### config.mk
export PLATFORM = sky130hd
export DESIGN_NAME = chunky_to_planar_masked_writer
export DESIGN_NICKNAME = d
export VERILOG_FILES = /design/src/rtl/c2p_pkg.sv /design/src/rtl/chunky_to_planar_masked_writer.sv /design/src/rtl/c2p_queue.sv /design/src/rtl/c2p_front.sv /design/src/rtl/c2p_back.sv
export VERILOG_INCLUDE_DIRS = /design/src /design/src/rtl
export SDC_FILE = /design/constraint.sdc
export NUM_CORES = 1
export LEC_CHECK = 0
export BUFFER_PORTS_ARGS = -buffer_cell sky130_fd_sc_hd__buf_4
export CAP_MARGIN = 20
export CORE_UTILIZATION = 30
export DETAILED_ROUTE_END_ITERATION = 16
export GPL_TIMING_DRIVEN = 0
export HOLD_SLACK_MARGIN = 0.12
export PLACE_DENSITY = 0.54
export SETUP_SLACK_MARGIN = 0.5
export SYNTH_ARGS = -nofsm -noshare
export SYNTH_HDL_FRONTEND = slang
export SYNTH_HIERARCHICAL = 1
export SYNTH_SLANG_ARGS = --single-unit
export TNS_END_PERCENT = 10
### constraint.sdc
create_clock -name clock -period 12.25 [get_ports clock]
set_clock_uncertainty 0.1 [all_clocks]
set_input_delay 0 -clock clock [delete_from_list [all_inputs] [get_ports clock]]
set_output_delay 0 -clock clock [all_outputs]
set_load 0.01 [all_outputs]
### src/rtl/chunky_to_planar_masked_writer_assert.svh
// ----------------------------------------------------------------------------
// Assertion macros for the chunky-to-planar masked writer
// Concurrent checks clocked on clock and disabled while reset is high.
// ----------------------------------------------------------------------------
`ifndef CHUNKY_TO_PLANAR_MASKED_WRITER_ASSERT_SVH
`define CHUNKY_TO_PLANAR_MASKED_WRITER_ASSERT_SVH

`ifndef SYNTHESIS
// prop must hold at every clock edge out of reset
`define C2P_ASSERT(label, prop) \
   label: assert property (@(posedge clock) disable iff (reset) prop) \
      else $error("c2p check failed");
// cond must never be true out of reset
`define C2P_ASSERT_NEVER(label, cond) \
   label: assert property (@(posedge clock) disable iff (reset) !(cond)) \
      else $error("c2p forbidden condition seen");
`else
`define C2P_ASSERT(label, prop)
`define C2P_ASSERT_NEVER(label, cond)
`endif

`endif

### src/rtl/c2p_pkg.sv
// ----------------------------------------------------------------------------
// c2p_pkg
// Shared constants, register indexes and types of the chunky-to-planar writer.
// ----------------------------------------------------------------------------
`default_nettype none

package c2p_pkg;

   localparam int MAX_PLANES_DEF = 4;
   localparam int ADDR_BITS_DEF  = 16;

   // bursts buffered between the pixel front end and the write back end
   localparam int QUEUE_DEPTH = 2;

   localparam int CSR_ADDR_BITS = 4;
   localparam int CSR_DATA_BITS = 32;

   typedef enum logic [1:0] {
      REG_NUM_PLANES    = 2'd0,
      REG_START_BIT     = 2'd1,
      REG_START_ADDRESS = 2'd2,
      REG_LINE_BYTES    = 2'd3
   } csr_index_type;

   localparam logic [2:0]  NUM_PLANES_RST    = 3'd4;
   localparam logic [2:0]  START_BIT_RST     = 3'd0;
   localparam logic [15:0] START_ADDRESS_RST = 16'd0;
   localparam logic [12:0] LINE_BYTES_RST    = 13'd81;

   localparam logic [7:0] FIRST_BIT_MASK = 8'h80;
   localparam logic [2:0] LAST_BIT_POS   = 3'd7;

   typedef struct packed {
      logic empty;
      logic full;
   } queue_status_type;

endpackage

`default_nettype wire

### src/rtl/chunky_to_planar_masked_writer.sv
// ----------------------------------------------------------------------------
// chunky_to_planar_masked_writer
// Splits 8-bit indexed pixels into bitplanes and emits masked byte writes.
// ----------------------------------------------------------------------------
// Pixels are taken one per cycle. A pixel that fills bit 0 of a byte or ends a
// row closes a burst of one masked write per active plane (plane 0 first, last
// flagged); bursts wait in a two-deep queue and leave through a registered
// output at one write per cycle while rsp_stall is low, passing through the
// queue and then the output register. Pixel intake stalls only while the queue
// is full, so the sustained rate is one pixel per cycle as long as each burst
// of N plane writes is spread over at least N pixels; with row ends closer
// together than that the write port sets the pace. Writing start_bit or
// start_address restarts the frame and drops a partly filled byte.
`default_nettype none

module chunky_to_planar_masked_writer #(
   parameter  int MAX_PLANES = c2p_pkg::MAX_PLANES_DEF,
   parameter  int ADDR_BITS  = c2p_pkg::ADDR_BITS_DEF,
   localparam int PLANE_BITS = (MAX_PLANES > 1) ? $clog2(MAX_PLANES) : 1
) (
   input  wire logic                               clock,
   input  wire logic                               reset,
   input  wire logic                               req_valid,
   output      logic                               req_stall,
   input  wire logic [7:0]                         req_pixel_index,
   input  wire logic                               req_row_end,
   output      logic                               rsp_valid,
   input  wire logic                               rsp_stall,
   output      logic [PLANE_BITS-1:0]              rsp_plane,
   output      logic [ADDR_BITS-1:0]               rsp_byte_address,
   output      logic [7:0]                         rsp_write_mask,
   output      logic [7:0]                         rsp_plane_bits,
   output      logic                               rsp_last,
   input  wire logic                               csr_psel,
   input  wire logic                               csr_penable,
   input  wire logic                               csr_pwrite,
   input  wire logic [c2p_pkg::CSR_ADDR_BITS-1:0]  csr_paddr,
   input  wire logic [c2p_pkg::CSR_DATA_BITS-1:0]  csr_pwdata,
   output      logic [c2p_pkg::CSR_DATA_BITS-1:0]  csr_prdata,
   output      logic                               csr_pready
);
   import c2p_pkg::*;

   localparam int PCNT_BITS  = $clog2(MAX_PLANES + 1);
   localparam int ENTRY_BITS = ADDR_BITS + 8 + MAX_PLANES * 8 + PCNT_BITS;

   logic [2:0]   num_planes_ff, num_planes_in;
   logic [2:0]   start_bit_ff, start_bit_in;
   logic [15:0]  start_address_ff, start_address_in;
   logic [12:0]  line_bytes_ff, line_bytes_in;

   logic                     csr_write;
   csr_index_type            csr_index;
   logic                     restart;
   logic [PCNT_BITS-1:0]     active_planes;

   queue_status_type         qstat;
   logic                     push;
   logic                     pop;
   logic [ADDR_BITS-1:0]     push_address;
   logic [7:0]               push_mask;
   logic [MAX_PLANES*8-1:0]  push_data;
   logic [PCNT_BITS-1:0]     push_count;
   logic [ENTRY_BITS-1:0]    push_entry;
   logic [ENTRY_BITS-1:0]    head_entry;
   logic [ADDR_BITS-1:0]     head_address;
   logic [7:0]               head_mask;
   logic [MAX_PLANES*8-1:0]  head_data;
   logic [PCNT_BITS-1:0]     head_count;

   // configuration registers
   always_comb begin
      csr_pready = 1'b1;
      csr_write  = csr_psel && csr_penable && csr_pwrite && csr_pready;
      csr_index  = csr_index_type'(csr_paddr[3:2]);

      num_planes_in    = num_planes_ff;
      start_bit_in     = start_bit_ff;
      start_address_in = start_address_ff;
      line_bytes_in    = line_bytes_ff;
      if (csr_write) begin
         unique case (csr_index)
            REG_NUM_PLANES:    num_planes_in    = csr_pwdata[2:0];
            REG_START_BIT:     start_bit_in     = csr_pwdata[2:0];
            REG_START_ADDRESS: start_address_in = csr_pwdata[15:0];
            REG_LINE_BYTES:    line_bytes_in    = csr_pwdata[12:0];
            default:           num_planes_in    = num_planes_ff;
         endcase
      end
      restart = csr_write &&
                (csr_index == REG_START_BIT || csr_index == REG_START_ADDRESS);

      unique case (csr_index)
         REG_NUM_PLANES:    csr_prdata = CSR_DATA_BITS'(num_planes_ff);
         REG_START_BIT:     csr_prdata = CSR_DATA_BITS'(start_bit_ff);
         REG_START_ADDRESS: csr_prdata = CSR_DATA_BITS'(start_address_ff);
         REG_LINE_BYTES:    csr_prdata = CSR_DATA_BITS'(line_bytes_ff);
         default:           csr_prdata = '0;
      endcase

      // zero planes acts as one, too many clamps to the maximum
      if (num_planes_ff == 3'd0) begin
         active_planes = PCNT_BITS'(1);
      end else if ({1'b0, num_planes_ff} > 4'(MAX_PLANES)) begin
         active_planes = PCNT_BITS'(MAX_PLANES);
      end else begin
         active_planes = PCNT_BITS'(num_planes_ff);
      end
   end

   always_ff @(posedge clock) begin
      if (reset) begin
         num_planes_ff    <= NUM_PLANES_RST;
         start_bit_ff     <= START_BIT_RST;
         start_address_ff <= START_ADDRESS_RST;
         line_bytes_ff    <= LINE_BYTES_RST;
      end else begin
         num_planes_ff    <= num_planes_in;
         start_bit_ff     <= start_bit_in;
         start_address_ff <= start_address_in;
         line_bytes_ff    <= line_bytes_in;
      end
   end

   c2p_front #(
      .MAX_PLANES (MAX_PLANES),
      .ADDR_BITS  (ADDR_BITS),
      .PCNT_BITS  (PCNT_BITS)
   ) u_front (
      .clock          (clock),
      .reset          (reset),
      .in_valid       (req_valid),
      .in_stall       (req_stall),
      .in_pixel_index (req_pixel_index),
      .in_row_end     (req_row_end),
      .restart        (restart),
      .start_bit      (start_bit_in),
      .start_address  (ADDR_BITS'(start_address_in)),
      .line_bytes     (ADDR_BITS'(line_bytes_ff)),
      .active_planes  (active_planes),
      .qstat          (qstat),
      .push           (push),
      .push_address   (push_address),
      .push_mask      (push_mask),
      .push_data      (push_data),
      .push_count     (push_count)
   );

   assign push_entry = {push_address, push_mask, push_data, push_count};

   c2p_queue #(
      .WIDTH (ENTRY_BITS),
      .DEPTH (QUEUE_DEPTH)
   ) u_queue (
      .clock     (clock),
      .reset     (reset),
      .push      (push),
      .push_data (push_entry),
      .pop       (pop),
      .head_data (head_entry),
      .status    (qstat)
   );

   assign {head_address, head_mask, head_data, head_count} = head_entry;

   c2p_back #(
      .MAX_PLANES (MAX_PLANES),
      .ADDR_BITS  (ADDR_BITS),
      .PCNT_BITS  (PCNT_BITS),
      .PLANE_BITS (PLANE_BITS)
   ) u_back (
      .clock            (clock),
      .reset            (reset),
      .qstat            (qstat),
      .head_address     (head_address),
      .head_mask        (head_mask),
      .head_data        (head_data),
      .head_count       (head_count),
      .pop              (pop),
      .rsp_valid        (rsp_valid),
      .rsp_stall        (rsp_stall),
      .rsp_plane        (rsp_plane),
      .rsp_byte_address (rsp_byte_address),
      .rsp_write_mask   (rsp_write_mask),
      .rsp_plane_bits   (rsp_plane_bits),
      .rsp_last         (rsp_last)
   );

endmodule

`default_nettype wire

### src/rtl/c2p_queue.sv
// ----------------------------------------------------------------------------
// c2p_queue
// Small register queue of finished bursts between front and back end.
// ----------------------------------------------------------------------------
`default_nettype none

module c2p_queue #(
   parameter int WIDTH = 8,
   parameter int DEPTH = c2p_pkg::QUEUE_DEPTH
) (
   input  wire logic                     clock,
   input  wire logic                     reset,
   input  wire logic                     push,
   input  wire logic [WIDTH-1:0]         push_data,
   input  wire logic                     pop,
   output      logic [WIDTH-1:0]         head_data,
   output      c2p_pkg::queue_status_type status
);
   import c2p_pkg::*;

`include "chunky_to_planar_masked_writer_assert.svh"

   localparam int PTR_BITS = (DEPTH > 1) ? $clog2(DEPTH) : 1;
   localparam int CNT_BITS = $clog2(DEPTH + 1);

   logic [WIDTH-1:0]    slot_ff [DEPTH];
   logic [PTR_BITS-1:0] wr_ptr_ff, wr_ptr_in;
   logic [PTR_BITS-1:0] rd_ptr_ff, rd_ptr_in;
   logic [CNT_BITS-1:0] count_ff, count_in;

   always_comb begin
      status.empty = (count_ff == '0);
      status.full  = (count_ff == CNT_BITS'(DEPTH));
      head_data    = slot_ff[rd_ptr_ff];

      wr_ptr_in = wr_ptr_ff;
      rd_ptr_in = rd_ptr_ff;
      count_in  = count_ff;
      if (push) begin
         wr_ptr_in = (wr_ptr_ff == PTR_BITS'(DEPTH - 1)) ? '0 : wr_ptr_ff + PTR_BITS'(1);
      end
      if (pop) begin
         rd_ptr_in = (rd_ptr_ff == PTR_BITS'(DEPTH - 1)) ? '0 : rd_ptr_ff + PTR_BITS'(1);
      end
      if (push && !pop) begin
         count_in = count_ff + CNT_BITS'(1);
      end else if (pop && !push) begin
         count_in = count_ff - CNT_BITS'(1);
      end
   end

   always_ff @(posedge clock) begin
      if (reset) begin
         wr_ptr_ff <= '0;
         rd_ptr_ff <= '0;
         count_ff  <= '0;
      end else begin
         wr_ptr_ff <= wr_ptr_in;
         rd_ptr_ff <= rd_ptr_in;
         count_ff  <= count_in;
      end
   end

   always_ff @(posedge clock) begin
      if (push) begin
         slot_ff[wr_ptr_ff] <= push_data;
      end
   end

   `C2P_ASSERT_NEVER(a_queue_overflow, push && status.full)
   `C2P_ASSERT_NEVER(a_queue_underflow, pop && status.empty)

endmodule

`default_nettype wire

### src/rtl/c2p_front.sv
// ----------------------------------------------------------------------------
// c2p_front
// Pixel front end: splits pixels into plane bits and closes bursts.
// ----------------------------------------------------------------------------
`default_nettype none

module c2p_front #(
   parameter int MAX_PLANES = c2p_pkg::MAX_PLANES_DEF,
   parameter int ADDR_BITS  = c2p_pkg::ADDR_BITS_DEF,
   parameter int PCNT_BITS  = $clog2(MAX_PLANES + 1)
) (
   input  wire logic                        clock,
   input  wire logic                        reset,
   input  wire logic                        in_valid,
   output      logic                        in_stall,
   input  wire logic [7:0]                  in_pixel_index,
   input  wire logic                        in_row_end,
   input  wire logic                        restart,
   input  wire logic [2:0]                  start_bit,
   input  wire logic [ADDR_BITS-1:0]        start_address,
   input  wire logic [ADDR_BITS-1:0]        line_bytes,
   input  wire logic [PCNT_BITS-1:0]        active_planes,
   input  wire c2p_pkg::queue_status_type   qstat,
   output      logic                        push,
   output      logic [ADDR_BITS-1:0]        push_address,
   output      logic [7:0]                  push_mask,
   output      logic [MAX_PLANES*8-1:0]     push_data,
   output      logic [PCNT_BITS-1:0]        push_count
);
   import c2p_pkg::*;

`include "chunky_to_planar_masked_writer_assert.svh"

   logic [2:0]                      bit_pos_ff, bit_pos_in;
   logic [ADDR_BITS-1:0]            cur_addr_ff, cur_addr_in;
   logic [ADDR_BITS-1:0]            row_addr_ff, row_addr_in;
   logic [7:0]                      covered_ff, covered_in;
   logic [MAX_PLANES-1:0][7:0]      acc_ff, acc_in;

   logic [MAX_PLANES-1:0][7:0]      acc_next;
   logic [7:0]                      bit_mask;
   logic [7:0]                      covered_next;
   logic [ADDR_BITS-1:0]            row_next;
   logic                            accept;
   logic                            flush;

   always_comb begin
      in_stall     = qstat.full;
      accept       = in_valid && !qstat.full;
      bit_mask     = FIRST_BIT_MASK >> bit_pos_ff;
      covered_next = covered_ff | bit_mask;
      flush        = (bit_pos_ff == LAST_BIT_POS) || in_row_end;
      row_next     = row_addr_ff + line_bytes;

      // inactive planes keep their bits
      for (int k = 0; k < MAX_PLANES; k++) begin
         if (PCNT_BITS'(k) < active_planes) begin
            acc_next[k] = in_pixel_index[k] ? (acc_ff[k] | bit_mask)
                                            : (acc_ff[k] & ~bit_mask);
         end else begin
            acc_next[k] = acc_ff[k];
         end
         push_data[k*8 +: 8] = acc_next[k] & covered_next;
      end

      push         = accept && flush;
      push_address = cur_addr_ff;
      push_mask    = covered_next;
      push_count   = active_planes;

      bit_pos_in  = bit_pos_ff;
      cur_addr_in = cur_addr_ff;
      row_addr_in = row_addr_ff;
      covered_in  = covered_ff;
      acc_in      = acc_ff;
      priority if (restart) begin
         // new origin: drop any partly filled byte
         bit_pos_in  = start_bit;
         cur_addr_in = start_address;
         row_addr_in = start_address;
         covered_in  = '0;
         acc_in      = '0;
      end else if (accept) begin
         if (flush) begin
            covered_in = '0;
            acc_in     = '0;
            if (in_row_end) begin
               row_addr_in = row_next;
               cur_addr_in = row_next;
               bit_pos_in  = start_bit;
            end else begin
               cur_addr_in = cur_addr_ff + ADDR_BITS'(1);
               bit_pos_in  = '0;
            end
         end else begin
            covered_in = covered_next;
            acc_in     = acc_next;
            bit_pos_in = bit_pos_ff + 3'd1;
         end
      end else begin
         // hold
      end
   end

   always_ff @(posedge clock) begin
      if (reset) begin
         bit_pos_ff  <= START_BIT_RST;
         cur_addr_ff <= ADDR_BITS'(START_ADDRESS_RST);
         row_addr_ff <= ADDR_BITS'(START_ADDRESS_RST);
         covered_ff  <= '0;
         acc_ff      <= '0;
      end else begin
         bit_pos_ff  <= bit_pos_in;
         cur_addr_ff <= cur_addr_in;
         row_addr_ff <= row_addr_in;
         covered_ff  <= covered_in;
         acc_ff      <= acc_in;
      end
   end

   `C2P_ASSERT(a_front_advance, accept && !flush && !restart |=> bit_pos_ff == $past(bit_pos_ff) + 3'd1)
   `C2P_ASSERT(a_front_flush_clears, accept && flush && !restart |=> covered_ff == 8'h00)

endmodule

`default_nettype wire

### src/rtl/c2p_back.sv
// ----------------------------------------------------------------------------
// c2p_back
// Write back end: walks each queued burst one plane write per cycle while rsp_stall is low.
// ----------------------------------------------------------------------------
`default_nettype none

module c2p_back #(
   parameter int MAX_PLANES = c2p_pkg::MAX_PLANES_DEF,
   parameter int ADDR_BITS  = c2p_pkg::ADDR_BITS_DEF,
   parameter int PCNT_BITS  = $clog2(MAX_PLANES + 1),
   parameter int PLANE_BITS = (MAX_PLANES > 1) ? $clog2(MAX_PLANES) : 1
) (
   input  wire logic                        clock,
   input  wire logic                        reset,
   input  wire c2p_pkg::queue_status_type   qstat,
   input  wire logic [ADDR_BITS-1:0]        head_address,
   input  wire logic [7:0]                  head_mask,
   input  wire logic [MAX_PLANES*8-1:0]     head_data,
   input  wire logic [PCNT_BITS-1:0]        head_count,
   output      logic                        pop,
   output      logic                        rsp_valid,
   input  wire logic                        rsp_stall,
   output      logic [PLANE_BITS-1:0]       rsp_plane,
   output      logic [ADDR_BITS-1:0]        rsp_byte_address,
   output      logic [7:0]                  rsp_write_mask,
   output      logic [7:0]                  rsp_plane_bits,
   output      logic                        rsp_last
);
   import c2p_pkg::*;

`include "chunky_to_planar_masked_writer_assert.svh"

   logic [PLANE_BITS-1:0]  plane_ff, plane_in;
   logic                   valid_ff, valid_in;
   logic [PLANE_BITS-1:0]  out_plane_ff;
   logic [ADDR_BITS-1:0]   out_addr_ff;
   logic [7:0]             out_mask_ff;
   logic [7:0]             out_bits_ff;
   logic                   out_last_ff;

   logic                   load;
   logic                   is_last;

   always_comb begin
      load     = !qstat.empty && (!valid_ff || !rsp_stall);
      is_last  = (PCNT_BITS'(plane_ff) + PCNT_BITS'(1)) == head_count;
      pop      = load && is_last;
      plane_in = plane_ff;
      if (load) begin
         plane_in = is_last ? '0 : plane_ff + PLANE_BITS'(1);
      end
      valid_in = valid_ff;
      if (load) begin
         valid_in = 1'b1;
      end else if (!rsp_stall) begin
         valid_in = 1'b0;
      end
   end

   always_ff @(posedge clock) begin
      if (reset) begin
         plane_ff <= '0;
         valid_ff <= 1'b0;
      end else begin
         plane_ff <= plane_in;
         valid_ff <= valid_in;
      end
   end

   always_ff @(posedge clock) begin
      if (load) begin
         out_plane_ff <= plane_ff;
         out_addr_ff  <= head_address;
         out_mask_ff  <= head_mask;
         out_bits_ff  <= head_data[{plane_ff, 3'b000} +: 8];
         out_last_ff  <= is_last;
      end
   end

   assign rsp_valid        = valid_ff;
   assign rsp_plane        = out_plane_ff;
   assign rsp_byte_address = out_addr_ff;
   assign rsp_write_mask   = out_mask_ff;
   assign rsp_plane_bits   = out_bits_ff;
   assign rsp_last         = out_last_ff;

   `C2P_ASSERT(a_back_plane_in_burst, !qstat.empty |-> PCNT_BITS'(plane_ff) < head_count)
   `C2P_ASSERT(a_back_idle_at_start, qstat.empty |-> plane_ff == '0)

endmodule

`default_nettype wire
== Yosys cells after proc, flatten, opt, wreduce, memory -nomap -nowiden ==
Memory sizes are Yosys's and may differ from the RTL's. A register that Yosys moved wholly into a read port is not among the register bits.
Index checks and enable logic that the tools add are counted.
W data, S select, Z words.

* Order comparisons: 5
* Equal/unequal tests: 7
* Shift operators: 2
* Mux-type cells: 40
* $add $sub $neg: 9
* Bitwise operators: 14
* Reductions and logical operators: 30

{| class="wikitable"
|+ Operators with widths
! operator !! count
|-
| $mux W16 || 10
|-
| $pmux W32 S4 || 1
|-
| $mux W8 || 9
|-
| $and A8 B8 Y8 || 8
|-
| $or A8 B8 Y8 || 5
|-
| $mux W32 || 1
|-
| $shiftx A32 B6 Y8 || 1
|-
| $mux W3 || 8
|-
| $add A16 B1 Y16 const B || 1
|-
| $add A16 B13 Y16 || 1
|-
| $logic_and A1 B1 Y1 || 9
|-
| $mux W1 || 8
|-
| $not A8 Y8 || 1
|-
| $reduce_bool A2 Y1 || 4
|-
| $shr A8 B3 Y8 const A || 1
|-
| $eq A2 B2 Y1 const B || 3
|-
| $logic_not A1 Y1 || 6
|-
| $lt A1 B3 Y1 const A || 2
|-
| $lt A2 B3 Y1 const A || 2
|-
| $mux W2 || 3
|-
| $reduce_and A2 Y1 || 3
|-
| $add A2 B1 Y2 const B || 2
|-
| $logic_not A2 Y1 || 2
|-
| $add A2 B1 Y3 const B || 1
|-
| 12 further kinds || 15
|}

* Bits in writable memories: 118
* Input bits: 52
* Output and inout port bits: 70
* Bits in registers: 152
* Memories: 1

{| class="wikitable"
|+ Memory list
! name !! depth !! width !! rd ports !! clocked after memory_dff !! wr ports !! line !! source
|-
| u_queue.slot_ff || 2 || 59 || 1 || 1 || 1 || c2p_queue.sv:26 || <nowiki>logic [WIDTH-1:0] slot_ff [DEPTH];</nowiki>
|}

== Longest topological paths before layout ==
Gate-level depths: netlist of run 1.

* Word-level depth: 8
* Mapped depth: 11
* Gate-level depth less buffers: 9

== Hierarchy ==
Netlist of run 1, hierarchy kept.

{| class="wikitable"
|+ By module, submodules not included
! module !! area an instance (sq um) !! cells each !! instances
|-
| c2p_front || 5032.3 || 710 || 1
|-
| c2p_queue || 4508.1 || 206 || 1
|-
| chunky_to_planar_masked_writer || 2220.9 || 229 || 1
|-
| c2p_back || 1415.1 || 64 || 1
|}

== Worst setup path before layout of run 1 ==
OpenSTA, ideal clock, no wires.

* Path kind: register to register
* Start point: reg u_front.bit_pos_ff[0]
* End point: mem u_queue/slot_ff[0][0] (netlist name), enable pin
* Arrival: 3.695 ns
* Stages on the path, launching flop included: 7
* Path slack: 7.972 ns
* Clock period less this slack: 4.278 ns
* Buffers on the path: 0
* Library setup time: 0.483 ns
* Cells stage by stage: dfxtp_1 ha_1 ha_1 or2_1 nand2_1 inv_2 nor2b_1

* Word-level cells in the longest chain between the ends: 5

{| class="wikitable"
|+ Ends and longest elaborated chain
! item !! line !! source
|-
| start: declaration || c2p_front.sv:34 || <nowiki>logic [2:0] bit_pos_ff, bit_pos_in;</nowiki>
|-
| start signal: assignment || c2p_front.sv:113 || <nowiki>bit_pos_ff <= bit_pos_in;</nowiki>
|-
| $eq A3 B3 Y1 || c2p_front.sv:52 || <nowiki>flush = (bit_pos_ff == LAST_BIT_POS) || in_row_end;</nowiki>
|-
| $logic_or A1 B1 Y1 || c2p_front.sv:52 ||
|-
| $logic_and A1 B1 Y1 || c2p_front.sv:66 || <nowiki>push = accept && flush;</nowiki>
|-
| via push || chunky_to_planar_masked_writer.sv:58 || <nowiki>logic push;</nowiki>
|-
| $mux W1 || c2p_queue.sv:65 || <nowiki>if (push) begin</nowiki>
|-
| $mux W1 (implied by the code) || c2p_queue.sv:66 || <nowiki>slot_ff[wr_ptr_ff] <= push_data;</nowiki>
|-
| end: declaration || c2p_queue.sv:26 ||
|}

The timed path passes the listed nets, and every way through them passes these cells.

== Worst setup path in the final report of run 1 ==
* Start point: reg num_planes_ff[2]
* End point: reg u_front/acc_ff[12] (netlist name)

* Word-level cells in the longest chain between the ends: 6
* Elaborated cells on any way between the ends: 7
* Classes of those cells: 2 x order compare; 4 x mux; 1 x reduce/logical

{| class="wikitable"
|+ Ends and longest elaborated chain
! item !! line !! source
|-
| start: declaration || chunky_to_planar_masked_writer.sv:47 || <nowiki>logic [2:0] num_planes_ff, num_planes_in;</nowiki>
|-
| start signal: assignment || chunky_to_planar_masked_writer.sv:118 || <nowiki>num_planes_ff <= num_planes_in;</nowiki>
|-
| $gt A3 B3 Y1 || chunky_to_planar_masked_writer.sv:104 || <nowiki>end else if ({1'b0, num_planes_ff} > 4'(MAX_PLANES)) begin</nowiki>
|-
| $mux W3 || chunky_to_planar_masked_writer.sv:104 ||
|-
| $mux W3 * || chunky_to_planar_masked_writer.sv:102 || <nowiki>if (num_planes_ff == 3'd0) begin</nowiki>
|-
| via active_planes[2] || chunky_to_planar_masked_writer.sv:55 || <nowiki>logic [PCNT_BITS-1:0] active_planes;</nowiki>
|-
| $lt A1 B3 Y1 * || c2p_front.sv:57 || <nowiki>if (PCNT_BITS'(k) < active_planes) begin</nowiki>
|-
| $mux W8 * || c2p_front.sv:57 ||
|-
| $mux W32 * || c2p_front.sv:84 || <nowiki>if (flush) begin</nowiki>
|-
| end signal: assignment || c2p_front.sv:117 || <nowiki>acc_ff <= acc_in;</nowiki>
|-
| end: declaration || c2p_front.sv:38 || <nowiki>logic [MAX_PLANES-1:0][7:0] acc_ff, acc_in;</nowiki>
|}

The timed path passes the listed nets; every way through them passes the cells marked *.
A chain may end at the register's enable or synchronous reset.

==> results.md, run 1 <==
- I/O pins: about 120
- Largest net degree at the start of global routing: 60
- Final Core Density: 37.4%
- H-tree depth: 2
- Hold Startpoint: req_pixel_index[2]
- Hold Path Cell Cnt: 3
- Vias: 9813
- Yosys top cell by area: edfxtp_1
- Initial core utilization: 30.5%
- Layout Nets: 1464
- Crit Path Max Fanout: 10
- Area of the multi-input gates: ~5700 µm²
- Fmax: approximately 0.35 GHz
- First-pass GRT wire length: between 50000 and 60000 µm
- VDD IR-drop max: 0.0000768 V
- Initial DRC count: 696
- Mapped Area: ~13000 µm²
- Max-slew violations: 0
- CTS buffer count: 34
- Tcrit/Tclk final: 23.1%
- DRT Wirelength: 35200 µm
- Worst slew pin tran: 858 ps
- Post-CTS Setup Repair Bufs: 0
- Clock root buffer: clkbuf_16
- Initial antenna violation count: 1
- R2R Path Start: num_planes_ff[2]
- Sw frac: 24.9%
- GPL Wtd Cong: 0.895
- HP Class: in -> reg
- Setup Total Neg Slack: 0 ps
- Via density: 4.93
- Final Hold Fails: 0
- Status: completed
- FF-to-FF End: u_front/acc_ff[12]
- Row cnt: 76
- Crit path kind: reg -> reg
- Slew HR: 42.8%
- Clk_lat worst skew: between 500 and 600 ps
- CTS clk-pin slew, worst paths: 60 ps
- Setup violators final: 0
- CP startpoint kind: register
- Core ar.: 43200 µm²
- Fill cell count: roughly 4300
- Share of cells above drive strength 1: 20.4%
- Clock Power Share: 42.8%
- Reg area: 6960 µm²
- Syn avg cell area: 10.9 µm²
- Post-Synthesis Cells: 1209
- Worst R2R Setup Slack: 9410 ps
- Area growth, synth to finish: 22.4%
- CTS Sinks: 271
- CP arrival: 3190 ps
- Total GRT Usage: between 10% and 20%
- Detailed Routing Iterations Pass 1: 6
- Most common cell in the netlist: edfxtp_1
- Leakage Power: 6.02 nW
- DP Worst Slack: around 9400 ps
- Max clock buf depth: 3
- Vias in the first global route: just under 10000
- Max-Cap Viols: 0
- Internal power: 1.74 mW
- Port Buffers: 81
- Post-synth cell types: 70
- ANT cells: 0
- Seq pwr share: between 40% and 50%
- Area share of the leading cell type in the synthesized netlist: 34.9%
- Total Power: 2.32 mW
- Synth cell count leaders: edfxtp_1, dfxtp_1, o21ai_0
- Gr ovfl total: 0
- # DRC: 0
- Logic pwr share: 12.1%
- Required time of the worst setup path: approximately 13000 ps
- Post-synth top flop: edfxtp_1
- Antenna-violating nets left: 0
- Seq/Total Area, Yosys: 52.8%
- Syn. warnings: 6
- #FFs+latches synth: 271
- Die width: between 200 and 250 µm
- Final HPWL DP: 25200 µm
- Final setup margin: 9410 ps
- Number of flops mapped to enable cells by yosys: 153
- Synth top area cells: edfxtp_1, dfxtp_1, mux2_2
- Worst r2r path cells: 8
- Die Span Y: around 210 µm
- Ys async rst share: 0%
- Critical path capture point type: register
- Power Dens Cells: 144 nW/µm²
- CTS tree: done
- Drt wl/cell: about 18 µm
- Net Sw Power: 577 µW
- RSZ-0062 raised after global routing: false
- Area of the die: 44800 µm²
- Final min period: 2840 ps
- WHS Endpoint: u_queue/slot_ff[0][20]
## how the worst max path moves through the flow
stage                                startpoint                     end  slack (ps)  depth (start not counted)
after detailed placement               register     u_queue/count_ff[1]        9450                         10
after global routing           num_planes_ff[2]      u_front/acc_ff[12]        9270                          8
after floorplan           u_front/bit_pos_ff[0]   u_queue/slot_ff[0][0]        7970                          6
after CTS                              register     u_queue/count_ff[1]        9410                         10
final                          num_planes_ff[2]      u_front/acc_ff[12]        9410                          8
after global placement    u_front/bit_pos_ff[0]  u_queue/slot_ff[0][25]        5980                          6
## layout make-up
type / count / area share [%]
Buffer: 93 / 3.26
Clock buffer: 44 / 6.03
Clock inverter: 17 / 0.892
Inverter: 19 / 0.442
Multi-Input combinational cell: 844 / 35.4
Sequential cell: 271 / 43.1
Tap cell: 585 / 4.54
Timing Repair Buffer: 119 / 6.31
## kinds of logic (layout without fill, tap and decap cells)
| kind of cell | count (synthesis) | count (layout) | share of synthesized area (%) |
|---|---|---|---|
| AO/OA/AOI/OAI | 311 | 311 | 13.8 |
| XOR/XNOR | 26 | 26 | 1.73 |
| adder cells (fa/ha/maj) | 30 | 30 | 2.91 |
| buffers and inverters | 112 | 292 | 4.53 |
| flip-flops | 271 | 271 | 52.8 |
| multiplexers | 129 | 129 | 11.9 |
| other | 2 | 20 | 0.0570 |
| AND/OR/NAND/NOR | 328 | 328 | 12.4 |
## per-layer routing
layer,vias up,part of all wire (%),global-route usage (%)
met3,69,5.2,2.76
met2,298,44,24.4
li1,4731,-,-
met5,-,0.048,0
met1,4713,48,22.1
met4,2,2.8,6.27
## through the flow
| step | hold slack (ps) | instance area, µm² | cells |
|---|---|---|---|
| floorplan | -30.9 | 13200 | 1227 |
| global placement | 177 | 14600 | 1893 |
| detailed placement | 197 | 14700 | 1896 |
| CTS | 139 | 16100 | 1992 |
| global route | 162 | 16100 | 1992 |
| finish | 151 | 16100 | 1992 |
## placed cells by master, fill, tap and decap left out, drive strengths merged, types with 35 or more instances in the layout
| cell | synthesis | final |
|---|---|---|
| edfxtp | 153 | 153 |
| buf | 46 | 130 |
| dfxtp | 118 | 118 |
| o21ai | 116 | 116 |
| a21oi | 107 | 107 |
| nand2 | 91 | 91 |
| clkbuf | 47 | 91 |
| nor2 | 88 | 88 |
| mux2 | 79 | 79 |
| nand2b | 55 | 55 |
| mux2i | 42 | 42 |
| dlygate4sd3 | 0 | 35 |
## power by group through the flow
stage               logic (mW)  registers (mW)  clock network [mW]
finish                   0.281            1.05               0.993
global route             0.309            1.05                1.06
CTS                      0.283            1.05                1.02
detailed placement       0.274            1.07                   0
global placement         0.264            1.07                   0
floorplan                0.163            1.07                   0
## state kept, by name, summed over array words and instances (netlist names), 3 cells and up, named ones only
register / count
u_queue/slot_ff: 118
u_front/acc_ff: 32
start_address_ff: 16
u_back/rsp_byte_address: 16
u_front/push_address: 16
u_front/row_addr_ff: 16
line_bytes_ff: 13
u_back/rsp_plane_bits: 8
u_back/rsp_write_mask: 8
u_front/covered_ff: 8
num_planes_ff: 3
start_bit_ff: 3
u_front/bit_pos_ff: 3
## worst max-delay path: stages, from the launching register on
cell           delay (ps)
dfxtp_1               410
clkbuf_1              270
buf_2                 260
or2_2                 150
buf_2                 230
clkbuf_1              450
nand4_1               160
dlygate4sd3_1         590
a21oi_1               130
## repair_timing
| action | 4_1_cts | 5_1_grt |
|---|---|---|
| gates resized for setup | 0 | 0 |
| endpoints found under the hold margin | 150 | 0 |
| hold buffers | 35 | 0 |
No activity file was read; power rests on OpenSTA's default activity.
==> run 2: changes to the inputs <==
--- a/config.mk
+++ b/config.mk
@@ -6,6 +6,7 @@
 export SDC_FILE = /design/constraint.sdc
 export NUM_CORES = 1
 export LEC_CHECK = 0
+export ABC_AREA = 1
 export BUFFER_PORTS_ARGS = -buffer_cell sky130_fd_sc_hd__buf_4
 export CAP_MARGIN = 20
 export CORE_UTILIZATION = 30
==> constraint.sdc (replaced) <==
create_clock -name clock -period 2.63 [get_ports clock]
set_clock_uncertainty 0.1 [all_clocks]
set_input_delay 0 -clock clock [delete_from_list [all_inputs] [get_ports clock]]
set_output_delay 0 -clock clock [all_outputs]
set_load 0.01 [all_outputs]
==> run 2 against run 1 <==
Final area up 3.5%. Critical path depth rose by 1. Setup slack got worse by 9000 ps. Count of clock-buffer cells in the layout fell by 7. Die area grew 1.9%. Worst hold slack improved by 4.9 ps. Sequential power rose to 4.7 times the previous value.
==> results.md, run 2 <==
- Status: completed
- Largest register FFs: 118 (unchanged)
- RSZ-0062 raised after global routing: true
- Power Dens Cells: 628 nW/µm² (+340%)
- Post-synth cell types: 51 (-27%)
- CP arrival: 2360 ps (-830 ps)
- CTS buffer count: 29 (-15%)
- Vias in the first global route: 10200 (+4.0%)
- Most common cell in the netlist: nand2_1
- Final HPWL DP: 25600 µm (+1.3%)
- Critical path capture point type: register
- Synth cell count leaders: nand2_1, nor2_1, edfxtp_1
- Die width: 214 µm (+0.95%)
- Total GRT Usage: 15.7% (-0.25 points)
- Number of flops mapped to enable cells by yosys: 153 (unchanged)
- GPL Wtd Cong: 0.850 (-5.0%)
- Setup violators final: 0 (unchanged)
- Post-Synth Adder-Cell Area: 2.85% (-0.055 points)
- Vias: 10600 (+7.6%)
- Port Buffers: 79 (-2.5%)
- Layout Nets: 1774 (+21%)
- Max-Cap Viols: 0 (unchanged)
- Area of the die: 45600 µm² (+1.9%)
- Syn. warnings: 6 (unchanged)
- #FFs+latches synth: 271 (unchanged)
- First-pass GRT wire length: 56000 µm (+1.9%)
- Largest registers: u_queue/slot_ff (118), u_front/acc_ff (32)
- Post-Synth Simple-Gate Area: 20.3% (+7.9 points)
- Crit path kind: reg -> reg
- CTS clk-pin slew, worst paths: 60 ps (about the same)
- Area growth, synth to finish: 24.3%
- Largest Register: u_queue/slot_ff
- Row cnt: 77 (+1.3%)
- DRT Wirelength: 35300 µm (+0.17%)
- Largest net degree at the start of global routing: 38 (-37%)
- Seq/Total Area, Yosys: 51.8% (-1.0 points)
- Largest family of logic cells by synthesized area: simple AND/OR/NAND/NOR gates
- # DRC: 0 (unchanged)
- Required time of the worst setup path: 2770 ps (-9840 ps)
- Mapped Area: 13400 µm² (+1.9%)
- Final min period: 2220 ps (-613 ps)
- Clock root buffer: clkbuf_16
- Clk_lat worst skew: 560 ps (+30 ps)
- Total Power: 10.5 mW (+350%)
- Tcrit/Tclk final: 84.5% (+61 points)
- Antenna-violating nets left: 0 (unchanged)
- CTS Sinks: 271 (unchanged)
- Initial DRC count: 641 (-7.9%)
- Compound-cell area share of the yosys netlist: 9.28% (-4.5 points)
- HP Class: in -> reg
- Share of cells above drive strength 1: 19.7% (-0.68 points)
- Die Span Y: 214 µm (+0.95%)
- Mux contribution to synthesized area: 6.72% (-5.1 points)
- Leakage Power: 6.86 nW (+14%)
- Syn avg cell area: 9.01 µm² (-17%)
- Synth top area cells: edfxtp_1, dfxtp_1, nand2_1
- Post-synth top flop: edfxtp_1
- Commonest non-fill, non-tap cell in the layout: nand2_1
- Via density: 4.58 (-7.0%)
- I/O pins: 122 (unchanged)
- Initial core utilization: 30.4% (-0.15 points)
- Final Hold Fails: 0 (unchanged)
- Post-Synthesis Cells: 1491 (+23%)
- Area share of the leading cell type in the synthesized netlist: 34.2% (-0.66 points)
- CP startpoint kind: register
- H-tree depth: 1 (-1)
- Detailed Routing Iterations Pass 1: 5 (-1)
- Max clock buf depth: 3 (unchanged)
- Setup Total Neg Slack: 0 ps (unchanged)
- Core ar.: 44200 µm² (+2.4%)
- Yosys top cell by area: edfxtp_1
- Commonest cells after routing, fill and taps aside: nand2_1, edfxtp_1, nor2_1
- Drt wl/cell: 15.3 µm (-13%)
- VDD IR-drop max: 0.000440 V (+470%)
- Slew HR: 52.7% (+9.9 points)
- Initial antenna violation count: 0 (-1)
- CTS tree: done
- Gr ovfl total: 0 (unchanged)
- Max-slew violations: 0 (unchanged)
- Fmax: 0.450 GHz (+28%)
- Ys async rst share: 0% (unchanged)
- ANT cells: 0 (unchanged)
- Worst slew pin tran: 707 ps (-151 ps)
- Crit Path Max Fanout: 21 (+11)
- Post-Synth XOR/XNOR Area: 0.978% (-0.75 points)
## run 2: worst paths after layout
kind	startpoint	cells after the start	slack, ps	endpoint
worst max-delay path	u_front/bit_pos_ff[1]	9	410	u_queue/slot_ff[0][23]
worst min-delay path	csr_paddr[2]	9	160	start_address_ff[0]
worst max register to register	u_front/bit_pos_ff[1]	9	410	u_queue/slot_ff[0][23]
worst min register to register	u_front/covered_ff[0]	2	340	u_front/covered_ff[0]
## run 2: area by class of cell
| cell class | count | area (µm²) |
|---|---|---|
| clock buffer | 37 | 756 |
| multi-input combinational | 1018 | 5600 |
| timing repair buffer | 150 | 1350 |
| fill | 4463 | 27500 |
| inverter | 140 | 537 |
| clock inverter | 16 | 173 |
| sequential | 271 | 6960 |
| tap | 592 | 741 |
| timing repair inverter | 1 | 5.00 |
| buffer | 81 | 574 |
## run 2: what timing repair did
action                                  CTS  global route
setup buffers                             1             7
pin swaps                                 1             6
hold buffers                             60             2
gates cloned                              2             0
endpoints found under the setup margin  136           179
endpoints found under the hold margin   211             6
gates resized for setup                   3            36
## run 2: per-stage QoR
stage / worst slack, ps / cell area [µm²] / hold WS [ps] / instances / util, %
final: 408 / 16700 / 156 / 2306 / 37.8
after global routing: 245 / 16700 / 175 / 2306 / 37.8
after CTS: 216 / 16600 / 127 / 2300 / 37.4
after floorplan: 283 / 13600 / -38.0 / 1509 / -
after detailed placement: 60.9 / 15000 / 140 / 2184 / 33.9
after global placement: -587 / 14900 / 132 / 2180 / 33.7
## run 2: per-layer routing
| layer | part of all wire, % | wire length (µm) | vias up | GRT usage (%) |
|---|---|---|---|---|
| met3 | 4.7 | 1670 | 57 | 2.02 |
| met1 | 47 | 16600 | 4943 | 22.0 |
| li1 | - | - | 5325 | - |
| met4 | 2.7 | 950 | 0 | 5.27 |
| met2 | 45 | 16100 | 237 | 24.8 |
| met5 | 0 | 0 | - | 0 |
## run 2: critical path: stages (launching register included)
cell and delay [ps]:
dfxtp_2 380, ha_4 160, ha_4 200, nor2_4 50
inv_2 110, nand2_2 70, inv_2 120, inv_2 80
nor2_4 380, buf_16 230
## run 2: report_power, final
group	total [mW]	switching, mW	leakage, nW	internal [mW]
clock	4.05	1.64	0.448	2.40
combinational	1.54	0.917	4.00	0.622
sequential	4.89	0.138	2.41	4.75
total	10.5	2.70	6.86	7.78
## run 2: logic make-up (layout without fill, tap and decap cells)
group	Yosys count	in the layout
AO/OA/AOI/OAI	236	236
XOR/XNOR	15	15
adder cells (fa/ha/maj)	30	30
buffers and inverters	221	425
flip-flops	271	271
multiplexers	79	79
other	2	20
AND/OR/NAND/NOR	637	638
